File: src/design/arcu_pkg.sv
// ----------------------------------------------------------------------------
// arcu_pkg
// Types, operation codes and byte-level functions for the AES round and
// carry-less multiply unit.
// ----------------------------------------------------------------------------
package arcu_pkg;

    typedef enum logic [2:0] {
        OP_IMC      = 3'd0,
        OP_ENC      = 3'd1,
        OP_ENCLAST  = 3'd2,
        OP_DEC      = 3'd3,
        OP_DECLAST  = 3'd4,
        OP_CLMUL    = 3'd5,
        OP_KEYGEN   = 3'd6,
        OP_UNIMPL   = 3'd7
    } arcu_op_t;

    typedef struct packed {
        logic [2:0]  operation;
        logic [63:0] dest_low;
        logic [63:0] dest_high;
        logic [63:0] source_low;
        logic [63:0] source_high;
        logic [7:0]  immediate;
    } arcu_req_t;

    typedef struct packed {
        logic [63:0] result_low;
        logic [63:0] result_high;
        logic        status;
    } arcu_rsp_t;

    // Carried alongside the data between stages.
    typedef struct packed {
        logic [2:0]  operation;
        logic [7:0]  immediate;
        logic        valid;
    } arcu_ctl_t;

    localparam logic [7:0] AES_POLY = 8'h1B;

    localparam logic [7:0] SBOX_FWD [256] = '{
 8'h63,8'h7C,8'h77,8'h7B,8'hF2,8'h6B,8'h6F,8'hC5,8'h30,8'h01,8'h67,8'h2B,8'hFE,8'hD7,8'hAB,8'h76,
 8'hCA,8'h82,8'hC9,8'h7D,8'hFA,8'h59,8'h47,8'hF0,8'hAD,8'hD4,8'hA2,8'hAF,8'h9C,8'hA4,8'h72,8'hC0,
 8'hB7,8'hFD,8'h93,8'h26,8'h36,8'h3F,8'hF7,8'hCC,8'h34,8'hA5,8'hE5,8'hF1,8'h71,8'hD8,8'h31,8'h15,
 8'h04,8'hC7,8'h23,8'hC3,8'h18,8'h96,8'h05,8'h9A,8'h07,8'h12,8'h80,8'hE2,8'hEB,8'h27,8'hB2,8'h75,
 8'h09,8'h83,8'h2C,8'h1A,8'h1B,8'h6E,8'h5A,8'hA0,8'h52,8'h3B,8'hD6,8'hB3,8'h29,8'hE3,8'h2F,8'h84,
 8'h53,8'hD1,8'h00,8'hED,8'h20,8'hFC,8'hB1,8'h5B,8'h6A,8'hCB,8'hBE,8'h39,8'h4A,8'h4C,8'h58,8'hCF,
 8'hD0,8'hEF,8'hAA,8'hFB,8'h43,8'h4D,8'h33,8'h85,8'h45,8'hF9,8'h02,8'h7F,8'h50,8'h3C,8'h9F,8'hA8,
 8'h51,8'hA3,8'h40,8'h8F,8'h92,8'h9D,8'h38,8'hF5,8'hBC,8'hB6,8'hDA,8'h21,8'h10,8'hFF,8'hF3,8'hD2,
 8'hCD,8'h0C,8'h13,8'hEC,8'h5F,8'h97,8'h44,8'h17,8'hC4,8'hA7,8'h7E,8'h3D,8'h64,8'h5D,8'h19,8'h73,
 8'h60,8'h81,8'h4F,8'hDC,8'h22,8'h2A,8'h90,8'h88,8'h46,8'hEE,8'hB8,8'h14,8'hDE,8'h5E,8'h0B,8'hDB,
 8'hE0,8'h32,8'h3A,8'h0A,8'h49,8'h06,8'h24,8'h5C,8'hC2,8'hD3,8'hAC,8'h62,8'h91,8'h95,8'hE4,8'h79,
 8'hE7,8'hC8,8'h37,8'h6D,8'h8D,8'hD5,8'h4E,8'hA9,8'h6C,8'h56,8'hF4,8'hEA,8'h65,8'h7A,8'hAE,8'h08,
 8'hBA,8'h78,8'h25,8'h2E,8'h1C,8'hA6,8'hB4,8'hC6,8'hE8,8'hDD,8'h74,8'h1F,8'h4B,8'hBD,8'h8B,8'h8A,
 8'h70,8'h3E,8'hB5,8'h66,8'h48,8'h03,8'hF6,8'h0E,8'h61,8'h35,8'h57,8'hB9,8'h86,8'hC1,8'h1D,8'h9E,
 8'hE1,8'hF8,8'h98,8'h11,8'h69,8'hD9,8'h8E,8'h94,8'h9B,8'h1E,8'h87,8'hE9,8'hCE,8'h55,8'h28,8'hDF,
 8'h8C,8'hA1,8'h89,8'h0D,8'hBF,8'hE6,8'h42,8'h68,8'h41,8'h99,8'h2D,8'h0F,8'hB0,8'h54,8'hBB,8'h16
    };

    localparam logic [7:0] SBOX_INV [256] = '{
 8'h52,8'h09,8'h6A,8'hD5,8'h30,8'h36,8'hA5,8'h38,8'hBF,8'h40,8'hA3,8'h9E,8'h81,8'hF3,8'hD7,8'hFB,
 8'h7C,8'hE3,8'h39,8'h82,8'h9B,8'h2F,8'hFF,8'h87,8'h34,8'h8E,8'h43,8'h44,8'hC4,8'hDE,8'hE9,8'hCB,
 8'h54,8'h7B,8'h94,8'h32,8'hA6,8'hC2,8'h23,8'h3D,8'hEE,8'h4C,8'h95,8'h0B,8'h42,8'hFA,8'hC3,8'h4E,
 8'h08,8'h2E,8'hA1,8'h66,8'h28,8'hD9,8'h24,8'hB2,8'h76,8'h5B,8'hA2,8'h49,8'h6D,8'h8B,8'hD1,8'h25,
 8'h72,8'hF8,8'hF6,8'h64,8'h86,8'h68,8'h98,8'h16,8'hD4,8'hA4,8'h5C,8'hCC,8'h5D,8'h65,8'hB6,8'h92,
 8'h6C,8'h70,8'h48,8'h50,8'hFD,8'hED,8'hB9,8'hDA,8'h5E,8'h15,8'h46,8'h57,8'hA7,8'h8D,8'h9D,8'h84,
 8'h90,8'hD8,8'hAB,8'h00,8'h8C,8'hBC,8'hD3,8'h0A,8'hF7,8'hE4,8'h58,8'h05,8'hB8,8'hB3,8'h45,8'h06,
 8'hD0,8'h2C,8'h1E,8'h8F,8'hCA,8'h3F,8'h0F,8'h02,8'hC1,8'hAF,8'hBD,8'h03,8'h01,8'h13,8'h8A,8'h6B,
 8'h3A,8'h91,8'h11,8'h41,8'h4F,8'h67,8'hDC,8'hEA,8'h97,8'hF2,8'hCF,8'hCE,8'hF0,8'hB4,8'hE6,8'h73,
 8'h96,8'hAC,8'h74,8'h22,8'hE7,8'hAD,8'h35,8'h85,8'hE2,8'hF9,8'h37,8'hE8,8'h1C,8'h75,8'hDF,8'h6E,
 8'h47,8'hF1,8'h1A,8'h71,8'h1D,8'h29,8'hC5,8'h89,8'h6F,8'hB7,8'h62,8'h0E,8'hAA,8'h18,8'hBE,8'h1B,
 8'hFC,8'h56,8'h3E,8'h4B,8'hC6,8'hD2,8'h79,8'h20,8'h9A,8'hDB,8'hC0,8'hFE,8'h78,8'hCD,8'h5A,8'hF4,
 8'h1F,8'hDD,8'hA8,8'h33,8'h88,8'h07,8'hC7,8'h31,8'hB1,8'h12,8'h10,8'h59,8'h27,8'h80,8'hEC,8'h5F,
 8'h60,8'h51,8'h7F,8'hA9,8'h19,8'hB5,8'h4A,8'h0D,8'h2D,8'hE5,8'h7A,8'h9F,8'h93,8'hC9,8'h9C,8'hEF,
 8'hA0,8'hE0,8'h3B,8'h4D,8'hAE,8'h2A,8'hF5,8'hB0,8'hC8,8'hEB,8'hBB,8'h3C,8'h83,8'h53,8'h99,8'h61,
 8'h17,8'h2B,8'h04,8'h7E,8'hBA,8'h77,8'hD6,8'h26,8'hE1,8'h69,8'h14,8'h63,8'h55,8'h21,8'h0C,8'h7D
    };

    // Multiply by x in GF(2^8).
    function automatic logic [7:0] xtime(input logic [7:0] a);
        return {a[6:0], 1'b0} ^ (a[7] ? AES_POLY : 8'h00);
    endfunction

    // Forward MixColumns on one 32-bit column (byte 0 in bits 7:0).
    function automatic logic [31:0] mix_fwd(input logic [31:0] col);
        logic [7:0] b [4];
        logic [7:0] d [4];
        logic [31:0] res;
        for (int j = 0; j < 4; j++)
        begin
            b[j] = col[8*j +: 8];
            d[j] = xtime(b[j]);
        end
        for (int r = 0; r < 4; r++)
        begin
            res[8*r +: 8] = d[r] ^ d[(r+1)%4] ^ b[(r+1)%4] ^ b[(r+2)%4] ^ b[(r+3)%4];
        end
        return res;
    endfunction

    // Inverse MixColumns on one column, coefficients 0E 0B 0D 09.
    function automatic logic [31:0] mix_inv(input logic [31:0] col);
        logic [7:0] b2 [4];
        logic [7:0] b4 [4];
        logic [7:0] b8 [4];
        logic [7:0] b  [4];
        logic [31:0] res;
        for (int j = 0; j < 4; j++)
        begin
            b[j]  = col[8*j +: 8];
            b2[j] = xtime(b[j]);
            b4[j] = xtime(b2[j]);
            b8[j] = xtime(b4[j]);
        end
        for (int r = 0; r < 4; r++)
        begin
            res[8*r +: 8] = (b8[r] ^ b4[r] ^ b2[r])
                          ^ (b8[(r+1)%4] ^ b2[(r+1)%4] ^ b[(r+1)%4])
                          ^ (b8[(r+2)%4] ^ b4[(r+2)%4] ^ b[(r+2)%4])
                          ^ (b8[(r+3)%4] ^ b[(r+3)%4]);
        end
        return res;
    endfunction

endpackage

File: src/design/arcu_mix_stage.sv
// ----------------------------------------------------------------------------
// arcu_mix_stage
// Stage 2: column mixing and round key add, and the second half of the
// carry-less multiply partial products.
// ----------------------------------------------------------------------------
module arcu_mix_stage
    import arcu_pkg::*;
(
    input  logic         clk,
    input  logic         rst_n,
    input  logic         advance,
    input  arcu_ctl_t    ctl_in,
    input  logic [127:0] state_in,
    input  logic [127:0] key_in,
    input  logic [127:0] clmul_in,
    input  logic [63:0]  mult_a_in,
    input  logic [63:0]  mult_b_in,
    output arcu_ctl_t    ctl_reg,
    output logic [127:0] data_reg
);

    logic [127:0] mixed;
    logic [127:0] clmul_full;
    logic [127:0] data_next;

    // Column mixing chosen by operation.
    always_comb
    begin
        for (int c = 0; c < 4; c++)
        begin
            case (arcu_op_t'(ctl_in.operation))
                OP_ENC:  mixed[32*c +: 32] = mix_fwd(state_in[32*c +: 32]);
                OP_DEC:  mixed[32*c +: 32] = mix_inv(state_in[32*c +: 32]);
                OP_IMC:  mixed[32*c +: 32] = mix_inv(key_in[32*c +: 32]);
                default: mixed[32*c +: 32] = state_in[32*c +: 32];
            endcase
        end
    end

    always_comb
    begin
        clmul_full = clmul_in;
        for (int i = 32; i < 64; i++)
        begin
            if (mult_a_in[i])
                clmul_full = clmul_full ^ ({64'h0, mult_b_in} << i);
        end
    end

    // Result select.
    always_comb
    begin
        case (arcu_op_t'(ctl_in.operation))
            OP_ENC, OP_ENCLAST, OP_DEC, OP_DECLAST: data_next = mixed ^ key_in;
            OP_CLMUL: data_next = clmul_full;
            default:  data_next = mixed;
        endcase
    end

    always_ff @(posedge clk or negedge rst_n)
    begin
        if (!rst_n)
            ctl_reg <= '0;
        else if (advance)
            ctl_reg <= ctl_in;
    end

    always_ff @(posedge clk)
    begin
        if (advance)
            data_reg <= data_next;
    end

endmodule

File: config.mk
export PLATFORM = sky130hd
export DESIGN_NAME = arcu_mix_stage
export DESIGN_NICKNAME = d
export VERILOG_FILES = /design/src/design/arcu_pkg.sv /design/src/design/arcu_mix_stage.sv
export SDC_FILE = /design/constraint.sdc
export NUM_CORES = 2
export LEC_CHECK = 0
export ABC_AREA = 1
export BUFFER_PORTS_ARGS = -buffer_cell sky130_fd_sc_hd__buf_2
export CAP_MARGIN = 20
export CORE_MARGIN = 3
export CORE_UTILIZATION = 60
export DETAILED_ROUTE_END_ITERATION = 10
export PLACE_DENSITY_LB_ADDON = 0.1
export SLEW_MARGIN = 20
export SYNTH_ARGS = -nofsm -noshare
export SYNTH_HDL_FRONTEND = slang
export SYNTH_SLANG_ARGS = --single-unit
File: constraint.sdc
create_clock -name clk -period 0.9 [get_ports clk]
set_input_delay 0.045 -clock clk [delete_from_list [all_inputs] [get_ports clk]]
set_output_delay 0.045 -clock clk [all_outputs]
set_load 0.02 [all_outputs]
==> results.yml, run 1 <==
placement:
  placement.io_buffers: 634
  gpl_wtd_cong: 1.21
  place.detailed.hpwl_mm: 285
  postPlaceCellArea_um2: 100000
clock_network:
  cts_max_level: 4
  cts_num_sinks: 140
  cts.root.buffer_cell: "sky130_fd_sc_hd__clkbuf_16"
  clock_path_buffers: 2
  cts_made_buffers: 17
global_route:
  grt_pass1_wl_mm: 971
  grt_util_all_layers: 0.975
  first_global_vias: 145000
  grt.overflow.total: 5653
  grt_max_degree: 69
yosys:
  postSynthCellCount: 12700
  ys_async_sr_fraction: 0.0857
  synth.avg_cell_area_um2: 5.69
  postSynthRegisterBits: 140
  post_synthesis_cell_type_count: 42
  synthesis.nets: 13200
  synth.yosys.seq_area_share: 0.0574
  yosysWarnings: 0
  post_synth_instance_area_um2: 72100
  synth_edf_count: 128
  synthFlopType: "sky130_fd_sc_hd__edfxtp_1"
floorplanning:
  core.rowCount: 126
  io_pins: 667
  die_height_um: 353
  die-width_um: 353
  start_util: 0.608
outcome:
  last_stage_the_flow_got_to: "global routing (5_1_grt)"
  status: "aborted with a tool error"
  toolErrorMsg: "[ERROR GRT-0116] Global routing finished with congestion. Check the congestion regions in the DRC Viewer."
-- cell usage after synthesis, types with 2 or more instances --
master                     number  share of area
sky130_fd_sc_hd__clkbuf_2       6        0.00042
sky130_fd_sc_hd__xnor2_1     1800           0.22
sky130_fd_sc_hd__buf_2        376          0.026
sky130_fd_sc_hd__buf_6          7         0.0011
sky130_fd_sc_hd__nand4_1       33         0.0029
sky130_fd_sc_hd__nand3b_1     115          0.012
sky130_fd_sc_hd__inv_2         21         0.0011
sky130_fd_sc_hd__or2_0          2        0.00017
sky130_fd_sc_hd__or2_1         16         0.0014
sky130_fd_sc_hd__xnor2_4        3         0.0011
sky130_fd_sc_hd__a21o_1        20         0.0021
sky130_fd_sc_hd__a21boi_0       4        0.00042
sky130_fd_sc_hd__edfxtp_1     128          0.053
sky130_fd_sc_hd__nor2_1       158         0.0082
sky130_fd_sc_hd__inv_1       1038          0.054
sky130_fd_sc_hd__nand3_1     1040          0.072
sky130_fd_sc_hd__or2_2        101         0.0088
sky130_fd_sc_hd__xnor2_2       13         0.0029
sky130_fd_sc_hd__buf_4         55         0.0057
sky130_fd_sc_hd__buf_1         81         0.0042
sky130_fd_sc_hd__xnor3_1        6         0.0019
sky130_fd_sc_hd__o211ai_1      19         0.0020
sky130_fd_sc_hd__o21bai_1       4        0.00042
sky130_fd_sc_hd__o21ai_0      229          0.016
sky130_fd_sc_hd__xor2_1      1538           0.19
sky130_fd_sc_hd__mux2_2         9         0.0014
sky130_fd_sc_hd__dfrtp_1       12         0.0042
sky130_fd_sc_hd__a21oi_1      107         0.0074
sky130_fd_sc_hd__xor2_4         2        0.00076
sky130_fd_sc_hd__nand2_2       52         0.0045
sky130_fd_sc_hd__nand2_1     5435           0.28
sky130_fd_sc_hd__clkinv_1      12        0.00062
sky130_fd_sc_hd__nand2b_1       8        0.00069
sky130_fd_sc_hd__o21ai_1        3        0.00021
sky130_fd_sc_hd__clkbuf_1     194          0.010
sky130_fd_sc_hd__nor2_2         3        0.00026
sky130_fd_sc_hd__nand2_4        3        0.00047
sky130_fd_sc_hd__xor2_2        13         0.0029
-- routing by layer --
layer  GRT overflow  track usage
met5             20        0.730
met4           1527         1.04
met3            191        0.865
met2           3710         1.13
met1            205        0.917
-- cell families after synthesis --
group                     share of synthesized area
AOI/OAI and AO/OA                            0.0285
xor gates and xnor gates                      0.415
buffers and inverters                         0.103
DFF                                          0.0574
muxes                                       0.00140
and+or+nand+nor                               0.394
-- what timing repair did --
action                                  in CTS
setup buffers                              292
endpoints found under the setup margin     268
hold buffers                                57
pin swaps                                  930
gates resized for setup                   1676
hold endpoints to repair                    84
cloned                                      45
-- metrics by stage --
stage	hold WS, ns	setup slack [ns]	cells
2_1_floorplan	-0.251	-0.829	12700
3_3_place_gp	-0.0774	-1.59	16600
3_5_place_dp	-0.0637	-1.62	16600
4_1_cts	-0.0278	-0.748	17000
==> run 2: changes to the inputs <==
- CORE_UTILIZATION: 60 -> 40
- PLACE_DENSITY_LB_ADDON: 0.1 -> 0.15
==> results.yml, run 2 <==
yosys:
  postSynthRegisterBits: 140
  yosys.area.top_type_share: 0.283
  yosysWarnings: 0
  postSynthCellCount: 12700
  synth_edf_count: 128
  yosys.cell_count.top_type: "sky130_fd_sc_hd__nand2_1"
  netlist_top_cells_area: "sky130_fd_sc_hd__nand2_1 28%, sky130_fd_sc_hd__xnor2_1 22%, sky130_fd_sc_hd__xor2_1 19%"
  synthFlopType: "sky130_fd_sc_hd__edfxtp_1"
  post-synth-top-area-cell: "sky130_fd_sc_hd__nand2_1"
  ys_async_sr_fraction: 0.0857
  synth.avg_cell_area_um2: 5.69
  ys_top_cells_by_count: "5435 x sky130_fd_sc_hd__nand2_1, 1800 x sky130_fd_sc_hd__xnor2_1, 1538 x sky130_fd_sc_hd__xor2_1, 1040 x sky130_fd_sc_hd__nand3_1, 1038 x sky130_fd_sc_hd__inv_1"
  post_synth_instance_area_um2: 72100
  synth.yosys.seq_area_share: 0.0574
  post_synthesis_cell_type_count: 42
  synthesis.nets: 13200
layout:
  layout.cells.most_common: "sky130_fd_sc_hd__nand2_1"
  most_frequent_cells_in_the_layout: "4269 x sky130_fd_sc_hd__nand2_1, 2511 x sky130_fd_sc_hd__buf_4, 1262 x sky130_fd_sc_hd__xnor2_1"
  regArea_um2: 4140
  fin_area_um2: 129000
  largest_register_ff_count: 128
  num-fill-cells: 14100
  multi_input_comb_area_um2: 79400
  finish.net_count: 16400
  flow.area_growth_from_synthesis_pct: 78.7
  drive_above_1_share: 0.440
  final_util: 0.721
clock_network:
  insertion_delay_to_the_later_sink_of_the_worst_skew_pair_ns: 0.55
  cts_num_sinks: 140
  cts_tree: "built"
  cts_max_level: 4
  cts.root.buffer_cell: "sky130_fd_sc_hd__clkbuf_16"
  cts_made_buffers: 17
  cts.reportedPaths.clkPinSlew_ns: 0.08
  clock_path_buffers: 2
power_and_ir_drop:
  cellLeakagePower_nw: 63.9
  vdd_ir_drop_max_mv: 1.85
  cellPowerDensity_nw_per_um2: 1130
global_route:
  first_global_vias: 90100
  grt_util_all_layers: 0.426
  grt_max_degree: 62
  grt.overflow.total: 0
  antenna_violations_before_repair: 51
  grt_pass1_wl_mm: 591
detailed_routing:
  drt_first_iter_violations: 10700
  route.vias.total: 99400
  vias_per_cell: 5.43
  routed_wire_length_per_instance_um: 24.1
  antenna_left: 0
  routed_wl_mm: 442
  drc: 0
  first_pass_iteration_count_of_the_detailed_router: 8
min_path:
  worst_hold_path_type: "input pin to flip-flop"
timing:
  drv_slew: 0
  timing.fmax_mhz: 514
  hold_worst_slack_ns: -0.0105
  skew_ns: 0
  post-route-min-period_ns: 1.94
  timing_hold_violations_final: 4
  final-setup-viol-count: 278
  setup_tns_ns: -138.58
  timing.max_slew.rel_slack: 0.581
  worst_slew_pin_slew_ns: 0.624
  fin_crit_sh: 2.16
  rsz_0062_raised_after_global_routing: "yes"
  final_critical_path_setup_slack_ns: -1.04
placement:
  gpl_wtd_cong: 1.05
  placement.io_buffers: 634
  postPlaceCellArea_um2: 104000
  pre_cts_slack_ns: -1.66
  place.detailed.hpwl_mm: 322
floorplanning:
  die_height_um: 431
  die-width_um: 431
  core.rowCount: 155
  floorplan.core_area_um2: 179000
  io_pins: 667
  start_util: 0.403
  total_die_area_um2: 186000
setup_path:
  path_cells: "buf_12, bufbuf_16, nand2_2, xnor2_2, xor2_1, nand2_1, nand2_1, inv_1, nand2_1, nand2_1, nand2_1, nand4_1, nand2_1, nand2_2, nand3_4, nand2_2"
  critPathLaunchType: "input pin"
  slowest_stage: "sky130_fd_sc_hd__bufbuf_16"
  cp_slowest_stage_delay_ns: 0.33
  cell_type_with_the_highest_occurrence_count_on_the_critical_path: "sky130_fd_sc_hd__nand2_1"
  crit_arrival_ns: 2.25
  worst-setup-path-type: "input pin to flip-flop"
  critical_path.max_fanout: 14
  required_ns: 1.20
  crit_path_end_kind: "flip-flop"
outcome:
  status: "finished, violations left"
  failed_checks: "hold timing, setup timing"
job:
  maxCapViolations: 0
-- run 2: cell counts after synthesis --
Identical to the previous run, type by type.
-- run 2: logic make-up (layout without fill, tap and decap cells) --
logic type / Yosys count / after routing / share of synthesized area
AO/OA/AOI/OAI: 387 / 387 / 0.0285
XOR/XNOR: 3375 / 3375 / 0.415
buffers and inverters: 1791 / 5026 / 0.103
flip-flops: 140 / 140 / 0.0574
multiplexers: 9 / 9 / 0.00140
other: 0 / 40 / 0
AND/OR/NAND/NOR: 6968 / 6968 / 0.394
-- run 2: final timing paths --
kind                       depth (start not counted)          start           end  slack, ns
max                                               16  mult_a_in[46]  data_reg[89]      -1.04
min                                                3        advance    ctl_reg[5]      -0.01
max reg2reg                                        1     ctl_reg[2]    ctl_reg[2]       0.13
min reg2reg                                        1     ctl_reg[3]    ctl_reg[3]       0.51
max in group asynchronous                          3          rst_n    ctl_reg[2]       0.20
min in group asynchronous                          3          rst_n    ctl_reg[5]       0.47
-- run 2: critical path, delay by kind of cell --
| kind | cells | cell delay (ns) |
|---|---|---|
| and+or+nand+nor | 11 | 1.23 |
| xor gates and xnor gates | 2 | 0.49 |
| buffers and inverters | 3 | 0.47 |
-- run 2: power by group --
group	switching [mW]	total [mW]	internal, mW
clock network	4.32	8.25	3.92
registers	0.831	9.25	8.42
logic	72.1	128	55.5
-- run 2: final cells by class --
cell class,count,share of cell area
multi-input combinational,10700,0.616
inverter,1072,0.0364
antenna,40,0.000776
clock inverter,14,0.00118
sequential,140,0.0321
tap,2355,0.0229
timing repair buffer,3922,0.287
clock buffer,18,0.00333
-- run 2: timing repair --
item | 4_1_cts | 5_1_grt
gates cloned | 57 | 28
hold endpoints to repair | 78 | 9
pin swaps | 865 | 1248
buffers inserted | 251 | 267
setup endpoints to repair | 268 | 278
hold buffers | 67 | 2
resized for setup | 1762 | 2019
-- run 2: per-stage QoR --
step / total power, mW / hold slack (ns) / instances
4_1_cts: 129 / -0.0825 / 18000
6_report: 145 / -0.0105 / 18300
2_1_floorplan: 71.8 / -0.251 / 12700
5_1_grt: 152 / -0.0184 / 18300
3_5_place_dp: 109 / -0.0550 / 17600
3_3_place_gp: 108 / -0.0691 / 17600
-- run 2: routing by layer --
metal | share of wire | global-route usage | up-vias
li1 | - | - | 44500
met1 | 0.38 | 0.551 | 47000
met2 | 0.43 | 0.659 | 6055
met3 | 0.10 | 0.0749 | 1876
met4 | 0.089 | 0.260 | 6
met5 | 0.00011 | 0 | -
Power figures use the tool's default switching activity.
